**config.mk**
```make
export PLATFORM = sky130hd
export DESIGN_NAME = bnlkm_cell
export DESIGN_NICKNAME = d
export VERILOG_FILES = /design/src/bnlkm_pkg.sv /design/src/bnlkm_ram.sv /design/src/bnlkm_cell.sv
export SDC_FILE = /design/constraint.sdc
export NUM_CORES = 2
export LEC_CHECK = 0
export BUFFER_PORTS_ARGS = -buffer_cell sky130_fd_sc_hd__buf_2
export CORE_ASPECT_RATIO = 0.5
export CORE_MARGIN = 3
export CORE_UTILIZATION = 33
export DETAILED_ROUTE_END_ITERATION = 12
export PLACE_DENSITY = 0.51
export SYNTH_ARGS = -nofsm -noshare
export SYNTH_HDL_FRONTEND = slang
export SYNTH_HIERARCHICAL = 1
export SYNTH_MEMORY_MAX_BITS = 65536
export SYNTH_SLANG_ARGS = --single-unit
```
**constraint.sdc**
```tcl
create_clock -name clk -period 17.3 [get_ports clk]
set_input_delay 5.19 -clock clk [delete_from_list [all_inputs] [get_ports clk]]
set_output_delay 5.19 -clock clk [all_outputs]
set_load 0.01 [all_outputs]
```
**src/bnlkm_pkg.sv**
```systemverilog
`timescale 1ns / 1ps
// ----------------------------------------------------------------------------
// bnlkm_pkg: shared types and constants of the key match unit
// Operation codes, key type codes, register indexes and the row token that
// travels down the compare chain.
// ----------------------------------------------------------------------------
package bnlkm_pkg;

  localparam int KEY_W          = 64;
  localparam int ROW_W          = 6;
  localparam int NUM_KEY_PORTS  = 4;
  localparam int CFG_IDX_W      = 2;
  localparam int CFG_DATA_W     = 8;
  localparam int DEF_NUM_ROWS   = 64;
  localparam int DEF_MAX_KEYS   = 4;

  typedef enum logic [1:0] {
    OP_CLEAR = 2'd0,
    OP_LOAD  = 2'd1,
    OP_PROBE = 2'd2
  } op_t;

  typedef enum logic [1:0] {
    KT_INT32  = 2'd0,
    KT_INT64  = 2'd1,
    KT_DOUBLE = 2'd2,
    KT_RAW    = 2'd3
  } key_type_t;

  typedef enum logic [CFG_IDX_W-1:0] {
    CFG_KEYS_IN_USE = 2'd0,
    CFG_KEY_TYPES   = 2'd1
  } cfg_reg_t;

  // One row slot moving down the chain; eos marks the end of a probe scan.
  typedef struct packed {
    logic             vld;
    logic             eos;
    logic [ROW_W-1:0] row;
    logic             match;
  } tok_t;

endpackage

```
**src/bnlkm_ram.sv**
```systemverilog
`timescale 1ns / 1ps
// ----------------------------------------------------------------------------
// bnlkm_ram: generic simple dual port RAM
// One write port, one read port with registered read data and read enable.
// ----------------------------------------------------------------------------
module bnlkm_ram #(
  parameter int WIDTH = 8,
  parameter int DEPTH = 64
) (
  input  logic                     clk,
  input  logic                     wr_en,
  input  logic [$clog2(DEPTH)-1:0] wr_addr,
  input  logic [WIDTH-1:0]         wr_data,
  input  logic                     rd_en,
  input  logic [$clog2(DEPTH)-1:0] rd_addr,
  output logic [WIDTH-1:0]         rd_data
);

  logic [WIDTH-1:0] mem [DEPTH];
  logic [WIDTH-1:0] rd_data_r;

  always_ff @(posedge clk) begin
    if (wr_en) begin
      mem[wr_addr] <= wr_data;
    end
    if (rd_en) begin
      rd_data_r <= mem[rd_addr];
    end
  end

  assign rd_data = rd_data_r;

endmodule

```
**src/bnlkm_cell.sv**
```systemverilog
`timescale 1ns / 1ps
// ----------------------------------------------------------------------------
// bnlkm_cell: one key column of the compare chain
// Holds the stored column of the block and the probe key, reads the stored
// key of the incoming row token and narrows its match flag.
// ----------------------------------------------------------------------------
module bnlkm_cell
  import bnlkm_pkg::*;
#(
  parameter int DEPTH = DEF_NUM_ROWS
) (
  input  logic                     clk,
  input  logic                     rst_n,
  input  logic                     adv,
  input  logic                     key_en,
  input  logic [1:0]               key_type,
  input  logic                     probe_ld,
  input  logic [KEY_W-1:0]         probe_key,
  input  logic                     probe_null,
  input  logic                     wr_en,
  input  logic [$clog2(DEPTH)-1:0] wr_addr,
  input  logic [KEY_W-1:0]         wr_key,
  input  logic                     wr_null,
  input  tok_t                     tok_in,
  output tok_t                     tok_out
);

  localparam int ADDR_W = $clog2(DEPTH);

  logic [KEY_W-1:0] probe_key_r;
  logic             probe_null_r;
  tok_t             tok_d_r;
  tok_t             tok_q_r;
  tok_t             tok_q_nxt;
  logic [KEY_W:0]   stored;
  logic             eq;

  bnlkm_ram #(
    .WIDTH (KEY_W + 1),
    .DEPTH (DEPTH)
  ) u_ram (
    .clk     (clk),
    .wr_en   (wr_en),
    .wr_addr (wr_addr),
    .wr_data ({wr_null, wr_key}),
    .rd_en   (adv),
    .rd_addr (tok_in.row[ADDR_W-1:0]),
    .rd_data (stored)
  );

  always_ff @(posedge clk) begin
    if (probe_ld) begin
      probe_key_r  <= probe_key;
      probe_null_r <= probe_null;
    end
  end

  always_comb begin
    logic [KEY_W-1:0] a;
    logic [KEY_W-1:0] b;
    logic             nan_a;
    logic             nan_b;
    a     = stored[KEY_W-1:0];
    b     = probe_key_r;
    nan_a = (&a[62:52]) && (|a[51:0]);
    nan_b = (&b[62:52]) && (|b[51:0]);
    case (key_type)
      KT_INT32: begin
        eq = (a[31:0] == b[31:0]);
      end
      KT_DOUBLE: begin
        if (nan_a || nan_b) begin
          eq = 1'b0;
        end else if ((a[62:0] == 63'd0) && (b[62:0] == 63'd0)) begin
          eq = 1'b1;
        end else begin
          eq = (a == b);
        end
      end
      default: begin
        eq = (a == b);
      end
    endcase
  end

  // Narrow the match only for columns in use; a null on either side fails.
  always_comb begin
    tok_q_nxt = tok_d_r;
    if (key_en) begin
      tok_q_nxt.match = tok_d_r.match && eq && !stored[KEY_W] && !probe_null_r;
    end
  end

  // Only the valid bits are reset; the rest of each token just follows it.
  always_ff @(posedge clk) begin
    if (!rst_n) begin
      tok_d_r.vld <= 1'b0;
      tok_q_r.vld <= 1'b0;
    end else if (adv) begin
      tok_d_r <= tok_in;
      tok_q_r <= tok_q_nxt;
    end
  end

  assign tok_out = tok_q_r;

endmodule

```
# [After elaboration in Yosys (flattened, before gate mapping)]
# Memory sizes are Yosys's and may differ from the RTL's. A register that Yosys moved wholly into a read port is not among the register bits.
# Cells that the tools add are included.
# W data, S select, Z words.
[totals] in_bits=153 wordCells=37 out_inout_bits=9 ramBits=4160 regBits=83 mem_count=1
[classes] n_reduce_logical=17 muxes=6 eq_ne=3
[memory_table] memory="u_ram.mem" depth=64 width=65 read_ports=1 rd_clocked_by_memory_dff=1 write_ports=1 line="bnlkm_ram.sv:19" rtl="logic [WIDTH-1:0] mem [DEPTH];"
[ops] op="$logic_not A63 Y1" count=2
[ops] op="$reduce_or A52 Y1" count=2
[ops] op="$eq A64 B64 Y1" count=1
[ops] op="$eq A32 B32 Y1" count=1
[ops] op="$reduce_and A11 Y1" count=2
[ops] op="$logic_and A1 B1 Y1" count=6
[ops] op="$mux W1" count=5
[ops] op="$eq A2 B2 Y1 const B" count=1
[ops] op="$logic_not A1 Y1" count=2
[ops] op="$logic_not A2 Y1" count=1
[ops] op="$pmux W1 S2" count=1
[ops] op="$reduce_and A2 Y1" count=1
[ops] op="$logic_or A1 B1 Y1" count=1

# [Longest topological paths before layout]
[depth] ltp_word=9 mapped_depth=9 ltp_nobuf=6

# [Modules after synthesis]
# The synthesis kept the hierarchy.
[modules_own_cells] mod="bnlkm_ram" seq_area_each_um2=126871.7 instances=1 area_per_inst_um2=158981.2 cells_each=6606
[modules_own_cells] mod="bnlkm_cell" seq_area_each_um2=2472.4 instances=1 area_per_inst_um2=3585.9 cells_each=234

# [Least setup slack after synthesis]
# OpenSTA, ideal clock, no wires.
[synth_timing] path_type="input to register" from="input port wr_addr[3]" to="memory u_ram/mem[48][0] in the netlist's numbering, enable pin" path_slack_ns=6.604 arrival_time_ns=10.129 path_buffers=1 setup_time_ns=0.568 stages=4 cell_sequence="clkbuf_1 -> nor2b_1 -> nand4b_1 -> nor3_1"
[synth_lines] item="start, declared" line="bnlkm_cell.sv:21" rtl="input logic [$clog2(DEPTH)-1:0] wr_addr,"
[synth_lines] item="end, declared" line="bnlkm_ram.sv:19"
# No word-level cell before the write port.

==> results.ini <==
[die]
core-area_sq_um = 488500
ios = 162
die_h_um = 502.3
dieWidth_um = 998.6
die-area_sq_um = 501600
std_cell_rows = 181
start_util_pct = 33.28

[yosys]
synthCells = 6840
synth.ff_latch_count = 4308
yosysWarnings = 6
yosys.cell_types.count = 37
seq_area_frac_synth_pct = 79.56
syn-num-nets = 6993
syn_area_sq_um = 162600
synth.avg_cell_area_sq_um = 23.77

[timing]
grt_setup_unrepaired = false
tightest_slew_ps = 1322
maxSlewHeadroom_pct = 11.85
finalClockSkew_ps = 46.18
fin_crit_sh_pct = 49.92
finalSetupTns_ps = 0
finalSetupViolations = 0
max_freq_mhz = 115.8
setup_slack_ps = 8665
slew_violations = 0
hold_violations = 0
finalCriticalPeriod_ps = 8635

[grt]
grt_use_total_pct = 20.18
use_met1_pct = 28.53
met3_usage_pct = 2.925
grt_pass1_vias = 79760
grt_busiest_layer = met2
grt_pass1_wl_um = 700400
grt_max_degree = 103
grt.overflow.total = 0
grt_use_met2_pct = 32.68
antenna_found_initial = 57

[detailed_routing]
drc = 0
drt_first_iter_violations = 10620
ant_nets = 0
viasPerCell = 5.698
drt-total-wl_um = 517600
vias = 80310
dr.pass1.iters = 6
wl_per_cell_um = 36.72

[setup_path]
cp-start-kind = input port
critPathMaxFanout = 93
crit_start = tok_in[1]
r2r-start = u_ram/rd_data[10]$_DFFE_PP_
cp-end-kind = flip-flop
critical_path_class = in2reg
cp.arrival_ps = 9310
cp_data_required_time_ps = 17980

[hold_path]
min_path_type = reg2reg
hp-start = tok_d_r[2]$_DFFE_PP_

[clocking]
cts_tree = yes
clk_latency_ps = 920
clk_path_buf_depth = 4
holdBufCountCts = 0
htreeDepth = 5
cts_buffers = 414
cts_resized = 0
clk_pin_slew_worst_paths_ps = 60
cts.sinks = 4308
cts.root.buffer_cell = clkbuf_16
postCtsSetupBuffers = 0

[power_and_ir_drop]
pwr_density_cell_nw_per_um2 = 116.0
p_leak_nw = 56.20
peakVddDrop_uv = 88.08

[cells_and_area]
fin_nets = 7392
finish.utilization_pct = 37.88
drive_gt1_share_pct = 26.73
area_delta_synth_final_pct = 13.83

[place]
place_congestion = 0.7488
pre_cts_ws_ps = 7626
hpwl_um = 261300
numPortBuffers = 161

[job]
maxCapViolations = 0

[outcome]
outcome = finished, final reports clean

==> per-stage QoR <==
stage,instance area (sq um),hold slack (ps),std cells,power [mW]
floorplan,162600,400.3,6840,12.39
global placement,172200,401.7,13320,12.90
detailed placement,172200,404.5,13320,12.91
CTS,185000,411.9,14060,21.63
global route,185000,415.7,14090,22.09
finish,185100,402.3,14090,21.47
==> Yosys cell counts <==
library cell | instances | share of area [%]
buf_6 | 16 | 0.11
a22oi_1 | 260 | 1.2
edfxtp_1 | 4306 | 80
o221ai_1 | 46 | 0.25
a21oi_1 | 1 | 0.0031
a211oi_1 | 65 | 0.30
nor4_2 | 1 | 0.0077
nand2_2 | 1 | 0.0039
nand3b_1 | 25 | 0.12
nor2_1 | 115 | 0.27
dfxtp_1 | 2 | 0.025
clkbuf_1 | 120 | 0.28
nand4_1 | 15 | 0.058
buf_2 | 186 | 0.57
mux2i_1 | 105 | 0.65
buf_1 | 18 | 0.042
or4_1 | 2 | 0.0092
a31oi_1 | 1 | 0.0039
or2_2 | 2 | 0.0077
nor4_1 | 48 | 0.18
or3b_2 | 4 | 0.022
xor2_1 | 64 | 0.34
o31ai_2 | 1 | 0.0077
nand4b_1 | 1 | 0.0054
nand2_1 | 10 | 0.023
nand3_1 | 119 | 0.37
nor3_1 | 4 | 0.012
mux4_2 | 1040 | 14
nand2b_1 | 9 | 0.035
or3_1 | 3 | 0.012
nor2b_1 | 12 | 0.046
a32oi_1 | 1 | 0.0054
and2_1 | 4 | 0.015
or4bb_1 | 1 | 0.0069
o211a_1 | 65 | 0.40
o22ai_1 | 130 | 0.50
buf_4 | 37 | 0.17
==> final cells by class <==
type                            instances  area (sq um)
Fill cell                           43370        303400
Sequential cell                      4308        129300
Multi-Input combinational cell       2155         31900
Clock buffer                          513         10920
Tap cell                             6496          8128
Timing Repair Buffer                  360          2805
Clock inverter                        224          1856
Antenna cell                           38         95.09
==> worst paths after layout <==
check,slack [ps],depth (start not counted),to
setup / recovery,8660,8,u_ram/rd_data[60]$_DFFE_PP_
hold reg to reg,400,0,tok_out[2]$_DFFE_PP_
setup reg to reg,13640,7,tok_out[0]$_DFFE_PP_
hold / removal,400,0,tok_out[2]$_DFFE_PP_
==> registers in the layout, indices dropped and copies added (netlist names) <==
name / flops
u_ram/mem: 4160
u_ram/rd_data: 65
probe_key_r: 64
tok_d_r: 9
tok_out: 9
probe_null_r: 1
==> critical path, stage by stage <==
cell and delay (ps):
buf_12 580, buf_12 500, buf_4 680, buf_4 790, mux4_2 610, o22ai_1 230, a211oi_1 90, o211a_1 260
==> routing by layer <==
metal	vias up	routed length (um)
met1	45470	216900
li1	30600	-
met3	765	36770
met4	6	16560
met5	-	41
met2	3472	247300
==> power breakdown <==
part           switching [mW]  leakage (nW)  internal (mW)
Combinational           0.640          11.1          0.348
Sequential             0.0908          38.9           11.6
Clock                    3.90          6.21           4.89
==> cell usage in the layout, fill, tap and decap left out, types with 3 or more instances in the layout <==
master	instances
nor4_1	48
clkinv_1	119
nor2_1	51
nand3b_1	25
or3_1	3
or3b_2	4
a211oi_1	65
bufinv_16	29
nor2b_4	5
mux2i_1	105
nand2_1	8
a22oi_1	260
edfxtp_1	4306
buf_12	38
buf_2	155
o221ai_1	46
buf_4	165
nand2b_1	3
diode_2	38
clkinv_2	52
o211a_1	65
o22ai_1	130
mux4_2	1040
nor2b_1	7
clkbuf_1	90
inv_6	6
nor2_4	64
clkbuf_16	423
nand3_1	118
nand2b_2	4
clkinvlp_4	10
xor2_1	64
nand4_1	15
==> logic make-up after synthesis <==
logic type,Yosys count,share of synthesized area [%]
DFF,4308,79.56
xor gates and xnor gates,64,0.3448
muxes,1145,15.05
and+or+nand+nor,376,1.195
AOI/OAI and AO/OA,570,2.669
buffers and inverters,377,1.173
No activity file was read; power rests on OpenSTA's default activity.
