--- config.mk ---
export PLATFORM = sky130hd
export DESIGN_NAME = bnlkm_collect
export DESIGN_NICKNAME = d
export VERILOG_FILES = /design/src/bnlkm_pkg.sv /design/src/bnlkm_collect.sv
export SDC_FILE = /design/constraint.sdc
export NUM_CORES = 1
export LEC_CHECK = 0
export CAP_MARGIN = 20
export CORE_AREA = 2 2 39 41
export DETAILED_ROUTE_END_ITERATION = 7
export DIE_AREA = 0 0 41 43
export DONT_BUFFER_PORTS = 1
export GPL_ROUTABILITY_DRIVEN = 0
export HOLD_SLACK_MARGIN = 0.1
export PLACE_DENSITY = 0.61
export SYNTH_ARGS = -nofsm -noshare
export SYNTH_HDL_FRONTEND = slang
export SYNTH_SLANG_ARGS = --single-unit
--- constraint.sdc ---
create_clock -name clk -period 2.1 [get_ports clk]
set_input_delay 0.105 -clock clk [delete_from_list [all_inputs] [get_ports clk]]
set_output_delay 0.105 -clock clk [all_outputs]
set_load 0.02 [all_outputs]
--- src/bnlkm_pkg.sv ---
`timescale 1ns / 1ps
// ----------------------------------------------------------------------------
// bnlkm_pkg: shared types and constants of the key match unit
// Operation codes, key type codes, register indexes and the row token that
// travels down the compare chain.
// ----------------------------------------------------------------------------
package bnlkm_pkg;

  localparam int KEY_W          = 64;
  localparam int ROW_W          = 6;
  localparam int NUM_KEY_PORTS  = 4;
  localparam int CFG_IDX_W      = 2;
  localparam int CFG_DATA_W     = 8;
  localparam int DEF_NUM_ROWS   = 64;
  localparam int DEF_MAX_KEYS   = 4;

  typedef enum logic [1:0] {
    OP_CLEAR = 2'd0,
    OP_LOAD  = 2'd1,
    OP_PROBE = 2'd2
  } op_t;

  typedef enum logic [1:0] {
    KT_INT32  = 2'd0,
    KT_INT64  = 2'd1,
    KT_DOUBLE = 2'd2,
    KT_RAW    = 2'd3
  } key_type_t;

  typedef enum logic [CFG_IDX_W-1:0] {
    CFG_KEYS_IN_USE = 2'd0,
    CFG_KEY_TYPES   = 2'd1
  } cfg_reg_t;

  // One row slot moving down the chain; eos marks the end of a probe scan.
  typedef struct packed {
    logic             vld;
    logic             eos;
    logic [ROW_W-1:0] row;
    logic             match;
  } tok_t;

endpackage

--- src/bnlkm_collect.sv ---
`timescale 1ns / 1ps
// ----------------------------------------------------------------------------
// bnlkm_collect: result stage at the end of the compare chain
// Holds back one match so the final result of a probe can carry last, and
// drives the registered result channel.
// ----------------------------------------------------------------------------
module bnlkm_collect
  import bnlkm_pkg::*;
(
  input  logic             clk,
  input  logic             rst_n,
  input  tok_t             tok_in,
  input  logic             out_stall,
  output logic             adv,
  output logic             done,
  output logic             out_valid,
  output logic [ROW_W-1:0] out_outer_row,
  output logic             out_hit,
  output logic             out_last
);

  logic             out_valid_r;
  logic             out_valid_nxt;
  logic [ROW_W-1:0] out_row_r;
  logic [ROW_W-1:0] out_row_nxt;
  logic             out_hit_r;
  logic             out_hit_nxt;
  logic             out_last_r;
  logic             out_last_nxt;
  logic             pend_vld_r;
  logic             pend_vld_nxt;
  logic [ROW_W-1:0] pend_row_r;
  logic [ROW_W-1:0] pend_row_nxt;

  // Advance whenever the result register is free or being taken.
  assign adv  = !out_valid_r || !out_stall;
  assign done = adv && tok_in.vld && tok_in.eos;

  always_comb begin
    out_valid_nxt = out_valid_r;
    out_row_nxt   = out_row_r;
    out_hit_nxt   = out_hit_r;
    out_last_nxt  = out_last_r;
    pend_vld_nxt  = pend_vld_r;
    pend_row_nxt  = pend_row_r;
    if (adv) begin
      out_valid_nxt = 1'b0;
      if (tok_in.vld && tok_in.eos) begin
        out_valid_nxt = 1'b1;
        out_row_nxt   = pend_vld_r ? pend_row_r : '0;
        out_hit_nxt   = pend_vld_r;
        out_last_nxt  = 1'b1;
        pend_vld_nxt  = 1'b0;
      end else if (tok_in.vld && tok_in.match) begin
        out_valid_nxt = pend_vld_r;
        out_row_nxt   = pend_row_r;
        out_hit_nxt   = 1'b1;
        out_last_nxt  = 1'b0;
        pend_vld_nxt  = 1'b1;
        pend_row_nxt  = tok_in.row;
      end
    end
  end

  always_ff @(posedge clk) begin
    if (!rst_n) begin
      out_valid_r <= 1'b0;
      pend_vld_r  <= 1'b0;
    end else begin
      out_valid_r <= out_valid_nxt;
      pend_vld_r  <= pend_vld_nxt;
    end
  end

  always_ff @(posedge clk) begin
    out_row_r  <= out_row_nxt;
    out_hit_r  <= out_hit_nxt;
    out_last_r <= out_last_nxt;
    pend_row_r <= pend_row_nxt;
  end

  assign out_valid     = out_valid_r;
  assign out_outer_row = out_row_r;
  assign out_hit       = out_hit_r;
  assign out_last      = out_last_r;

endmodule

Word-level counts from Yosys, hierarchy flattened
Cells that the tools add are included.
{"block": "totals", "ff_bits": 16, "elab_cells": 26}
{"block": "op_classes", "mux": 9, "n_bitwise": 1, "n_reduce_logical": 10}
{"operator": "two-way mux 6 bit", "count": 3}
{"operator": "two-way mux 1 bit", "count": 6}
{"operator": "logical AND 1 bit", "count": 4}
{"operator": "AND reduction 3 bit", "count": 1}
{"operator": "logical NOT 1 bit", "count": 2}
{"operator": "AND reduction 2 bit", "count": 1}
{"operator": "nonzero test 2 bit", "count": 1}
{"operator": "logical OR 1 bit", "count": 1}
{"operator": "NOT 1 bit", "count": 1}

Logic depth before layout (Yosys ltp)
{"block": "depth", "ltp_word": 4, "mapped_depth": 4, "ltp_nobuf": 3}

Worst setup path before layout
Ideal clock, no wire load.
{"block": "synth_path", "path_type": "reg2reg", "startpoint": "register out_valid_r, in the netlist out_valid", "endpoint": "register pend_row_r[0] (enable)", "setup_ns": 0.350, "arrival_time_ns": 1.016, "required_time_ns": 1.750, "setup_slack_ns": 0.734, "path_stages_with_launch": 4, "synth_period_minus_slack_ns": 1.366, "path_cell_list": "dfxtp_1 > nand2_1 > nand3_1 > nor2_1"}
{"block": "synth_via", "elab_chain_len": 3}
{"item": "start, declared", "line": "bnlkm_collect.sv:22", "rtl": "logic out_valid_r;"}
{"item": "start signal, assigned", "line": "bnlkm_collect.sv:70", "rtl": "out_valid_r <= out_valid_nxt;"}
{"item": "logical NOT 1 bit", "line": "bnlkm_collect.sv:36", "rtl": "assign adv = !out_valid_r || !out_stall;"}
{"item": "logical OR 1 bit", "line": "bnlkm_collect.sv:36"}
{"item": "net adv", "line": "bnlkm_collect.sv:14", "rtl": "output logic adv,"}
{"item": "AND reduction 3 bit (no line)"}
{"item": "end signal, assigned", "line": "bnlkm_collect.sv:79", "rtl": "pend_row_r <= pend_row_nxt;"}
{"item": "end, declared", "line": "bnlkm_collect.sv:32", "rtl": "logic [ROW_W-1:0] pend_row_r;"}
The timed path passes the listed nets, and every way through them passes these cells.
A chain may end at the register's enable or synchronous reset.

Worst setup path after layout
{"block": "layout_path", "startpoint": "register out_valid_r, in the netlist out_valid", "endpoint": "register pend_vld_r"}
{"block": "layout_via", "elab_chain_len": 3}
{"item": "logical NOT 1 bit", "line": "bnlkm_collect.sv:36"}
{"item": "logical OR 1 bit", "line": "bnlkm_collect.sv:36"}
{"item": "net adv", "line": "bnlkm_collect.sv:14"}
{"item": "AND reduction 2 bit (no line)"}
{"item": "end signal, assigned", "line": "bnlkm_collect.sv:71", "rtl": "pend_vld_r <= pend_vld_nxt;"}
{"item": "end, declared", "line": "bnlkm_collect.sv:30", "rtl": "logic pend_vld_r;"}
The timed path passes the listed nets, and every way through them passes these cells.

==> report_table.html <==
<table>
<tr><th>Metric</th><th>Value</th></tr>
<tr><th colspan="2">Route</th></tr>
<tr><td>Detailed Routing Iterations Pass 1</td><td>4</td></tr>
<tr><td>Initial drt markers</td><td>12</td></tr>
<tr><td>Highest signal layer in the routed design</td><td>met4</td></tr>
<tr><td>Metal1 wirelength</td><td>322 µm</td></tr>
<tr><td>Routed length on met3</td><td>~53 µm</td></tr>
<tr><td>WL per Instance</td><td>approximately 12 µm</td></tr>
<tr><td>Antenna violation net count after detailed routing</td><td>0</td></tr>
<tr><td>Via count of the routed design</td><td>346</td></tr>
<tr><td>Met2 wire length</td><td>approximately 420 µm</td></tr>
<tr><td>Residual DRC</td><td>0</td></tr>
<tr><td>Routed via count divided by cell count</td><td>around 5.0</td></tr>
<tr><td>DRT Wirelength</td><td>between 800 and 900 µm</td></tr>
<tr><th colspan="2">Clock network</th></tr>
<tr><td>TritonCTS clock tree</td><td>done</td></tr>
<tr><td>Insertion delay of the later-clocked pin in the worst-skew pair</td><td>roughly 0.28 ns</td></tr>
<tr><td>Worst-path clk slew</td><td>approximately 0.08 ns</td></tr>
<tr><td>Clock tree sinks</td><td>16</td></tr>
<tr><td>CTS root buf</td><td>clkbuf_4</td></tr>
<tr><td>Maximum number of buffers from clock root to sink</td><td>2</td></tr>
<tr><td>Post-cts repair resize count</td><td>0</td></tr>
<tr><td>Number of H-tree levels</td><td>1</td></tr>
<tr><td>Setup repair bufs after CTS</td><td>0</td></tr>
<tr><td>Number of clock buffers inserted by TritonCTS</td><td>3</td></tr>
<tr><th colspan="2">Cells and area</th></tr>
<tr><td>ANT cells</td><td>0</td></tr>
<tr><td>Layout net count</td><td>66</td></tr>
<tr><td>Most common library cell in the layout ignoring fill and taps</td><td>edfxtp_1</td></tr>
<tr><td>Area growth from synthesis to final layout</td><td>27.8%</td></tr>
<tr><td>Final cell utilization of the core</td><td>0.549</td></tr>
<tr><td>Highest-count cells in the layout ignoring fill and taps</td><td>edfxtp_1, dlygate4sd3_1, and2_4</td></tr>
<tr><td>Area of the multi-input gates</td><td>roughly 120 µm²</td></tr>
<tr><td>Post-route standard cell area excluding fillers</td><td>759 µm²</td></tr>
<tr><td>Filler Cells Inserted</td><td>~120</td></tr>
<tr><td>Share of layout cells above drive strength 1</td><td>0.189</td></tr>
<tr><td>Sequential cell area in the final layout</td><td>roughly 460 µm²</td></tr>
<tr><th colspan="2">Setup path</th></tr>
<tr><td>Type of destination of the critical path</td><td>register</td></tr>
<tr><td>Largest delay contributor family on the critical path</td><td>buffers and inverters</td></tr>
<tr><td>Buffering stage count on the worst path with inverters included</td><td>1</td></tr>
<tr><td>Slowest cell delay on critical path</td><td>about 0.56 ns</td></tr>
<tr><td>Worst Path Required</td><td>2.25 ns</td></tr>
<tr><td>Launching element type of the critical path</td><td>register</td></tr>
<tr><td>Cells traversed along the worst timing path</td><td>nand2_1 -&gt; a31oi_1 -&gt; dlygate4sd3_1 -&gt; nor3_1</td></tr>
<tr><td>Worst setup path category</td><td>register to register</td></tr>
<tr><td>Worst-path fanout max</td><td>4</td></tr>
<tr><td>Cell at the slowest stage of the critical path</td><td>dlygate4sd3_1</td></tr>
<tr><td>Arrival time reported for the critical path endpoint</td><td>between 1.5 and 2 ns</td></tr>
<tr><th colspan="2">Yosys</th></tr>
<tr><td>Largest family of logic cells by synthesized area</td><td>simple AND/OR/NAND/NOR gates</td></tr>
<tr><td>Share of synthesized cell area in and, or, nand and nor gates</td><td>0.147</td></tr>
<tr><td>Gate count after technology mapping</td><td>37</td></tr>
<tr><td>Synth Area per Inst</td><td>between 15 and 20 µm²</td></tr>
<tr><td>Adder and majority cell fraction of the synthesized area</td><td>0</td></tr>
<tr><td>Cell area after technology mapping</td><td>just under 600 µm²</td></tr>
<tr><td>#FFs+latches synth</td><td>16</td></tr>
<tr><td>Register area share after synthesis</td><td>0.775</td></tr>
<tr><td>Multiplexer share of the synthesized area</td><td>0</td></tr>
<tr><td>Number of library cell types mapped by synthesis</td><td>14</td></tr>
<tr><td>Syn. warnings</td><td>0</td></tr>
<tr><td>Net count after synthesis</td><td>49</td></tr>
<tr><td>Xor/xnor share of the synthesized area</td><td>0</td></tr>
<tr><td>Area fraction in compound gates after synthesis</td><td>0.0463</td></tr>
<tr><th colspan="2">Floorplanning</th></tr>
<tr><td>Starting density of the core</td><td>0.429</td></tr>
<tr><td>Die Outline Area</td><td>roughly 1800 µm²</td></tr>
<tr><td>Placement Rows</td><td>14</td></tr>
<tr><td>Core region area</td><td>between 1000 and 1500 µm²</td></tr>
<tr><td>Number of top-level pins</td><td>23</td></tr>
<tr><td>Die width</td><td>between 40 and 50 µm</td></tr>
<tr><td>Die Height</td><td>43 µm</td></tr>
<tr><th colspan="2">Pwr</th></tr>
<tr><td>Largest voltage drop on the vdd net</td><td>a little over 0.0004 V</td></tr>
<tr><td>Static Leakage</td><td>roughly 0.28 nW</td></tr>
<tr><td>Total power density per cell area</td><td>780 nW/µm²</td></tr>
<tr><th colspan="2">STA</th></tr>
<tr><td>Post-layout minimum cycle time</td><td>1.73 ns</td></tr>
<tr><td>Hold Violations, Final</td><td>0</td></tr>
<tr><td>RSZ-0062 raised after global routing</td><td>false</td></tr>
<tr><td>Setup TNS</td><td>0 ns</td></tr>
<tr><td>Worst-case hold slack</td><td>approximately 0.15 ns</td></tr>
<tr><td>Number of pins with negative max-slew slack in the final report</td><td>0</td></tr>
<tr><td>Maximum clock frequency</td><td>~580 MHz</td></tr>
<tr><td>Worst rel slew slack</td><td>0.532</td></tr>
<tr><td>Measured slew at the worst slew-check pin</td><td>~0.7 ns</td></tr>
<tr><td>Period utilisation layout</td><td>0.821</td></tr>
<tr><td>Number of setup violations in the final report</td><td>0</td></tr>
<tr><td>Worst-case clock skew</td><td>roughly 0.0014 ns</td></tr>
<tr><th colspan="2">Place</th></tr>
<tr><td>Placement-stage cell area</td><td>around 600 µm²</td></tr>
<tr><td>Total of buffers placed on input and output ports</td><td>0</td></tr>
<tr><th colspan="2">Global routing</th></tr>
<tr><td>Wire length of the first global-routing pass</td><td>approximately 1400 µm</td></tr>
<tr><td>GRT Util Overall</td><td>0.124</td></tr>
<tr><td>Antenna violations before repair</td><td>0</td></tr>
<tr><td>Number of global-route vias before repair</td><td>around 340</td></tr>
<tr><td>Leftover overflow at the end of global routing</td><td>0</td></tr>
<tr><td>Largest net degree at the start of global routing</td><td>10</td></tr>
<tr><th colspan="2">Run</th></tr>
<tr><td>Count of max-cap constraint violations</td><td>0</td></tr>
<tr><th colspan="2">Hold path</th></tr>
<tr><td>Worst Hold Class</td><td>input pin to register</td></tr>
<tr><th colspan="2">Status</th></tr>
<tr><td>Status</td><td>finished, final reports clean</td></tr>
</table>
[cell families (layout without fill, tap and decap cells)]
kind of cell           after synthesis  count (layout)
AO/OA/AOI/OAI                        5               5
AND/OR/NAND/NOR                     13              13
buffers and inverters                3              19
flip-flops                          16              16
[metrics by stage]
step	setup WS (ns)	power, mW	instances
after floorplan	0.734	0.415	37
after global placement	0.655	0.416	52
after detailed placement	0.606	0.417	52
after CTS	0.377	0.604	69
after global routing	0.265	0.622	69
final	0.375	0.593	69
[cell usage after synthesis]
master,n,area share
nand2_1,1,0.0063
o21ai_0,1,0.0084
and2_4,6,0.088
inv_1,2,0.013
edfxtp_1,14,0.71
nor3_1,1,0.0084
nand3_1,2,0.017
a31oi_1,2,0.021
nand2_2,1,0.011
or2_1,1,0.011
dfxtp_1,2,0.067
nor2_1,1,0.0063
buf_6,1,0.019
a21oi_1,2,0.017
[area by class of cell]
cell class | instances | share of cell area
clock buffers | 4 | 0.0346
repair buffers | 13 | 0.171
flip-flops and latches | 16 | 0.606
multi-input cells | 18 | 0.152
inverters | 2 | 0.00988
well taps | 16 | 0.0264
[timing repair]
item / in CTS / in global routing
setup endpoints to repair: 0 / 0
hold endpoints to repair: 15 / 0
hold buffers: 13 / 0
[sequential cells by signal (all words and copies together) (netlist names)]
signal         count
out_last           1
pend_row_r         6
pend_vld_r         1
out_valid          1
out_hit            1
out_outer_row      6
[report_power, final]
group | internal [mW] | switching (mW) | leakage [nW]
clock network | 0.0739 | 0.0894 | 0.0150
registers | 0.364 | 0.0183 | 0.148
logic | 0.0285 | 0.0189 | 0.114
total | 0.466 | 0.127 | 0.277
[metal layers]
metal | vias up | global-route usage
li1 | 165 | -
met1 | 159 | 0.156
met2 | 20 | 0.172
met3 | 2 | 0.0314
met4 | 0 | 0.100
met5 | - | 0
[final timing paths]
path	startpoint	end	slack [ns]	depth (start not counted)
min	tok_in[0]	pend_row_r[4]	0.15	2
max reg2reg	out_valid	pend_vld_r	0.37	4
min reg2reg	pend_row_r[2]	out_outer_row[2]	0.54	1
max	out_valid	pend_vld_r	0.37	4
(Power assumes the default switching activity.)
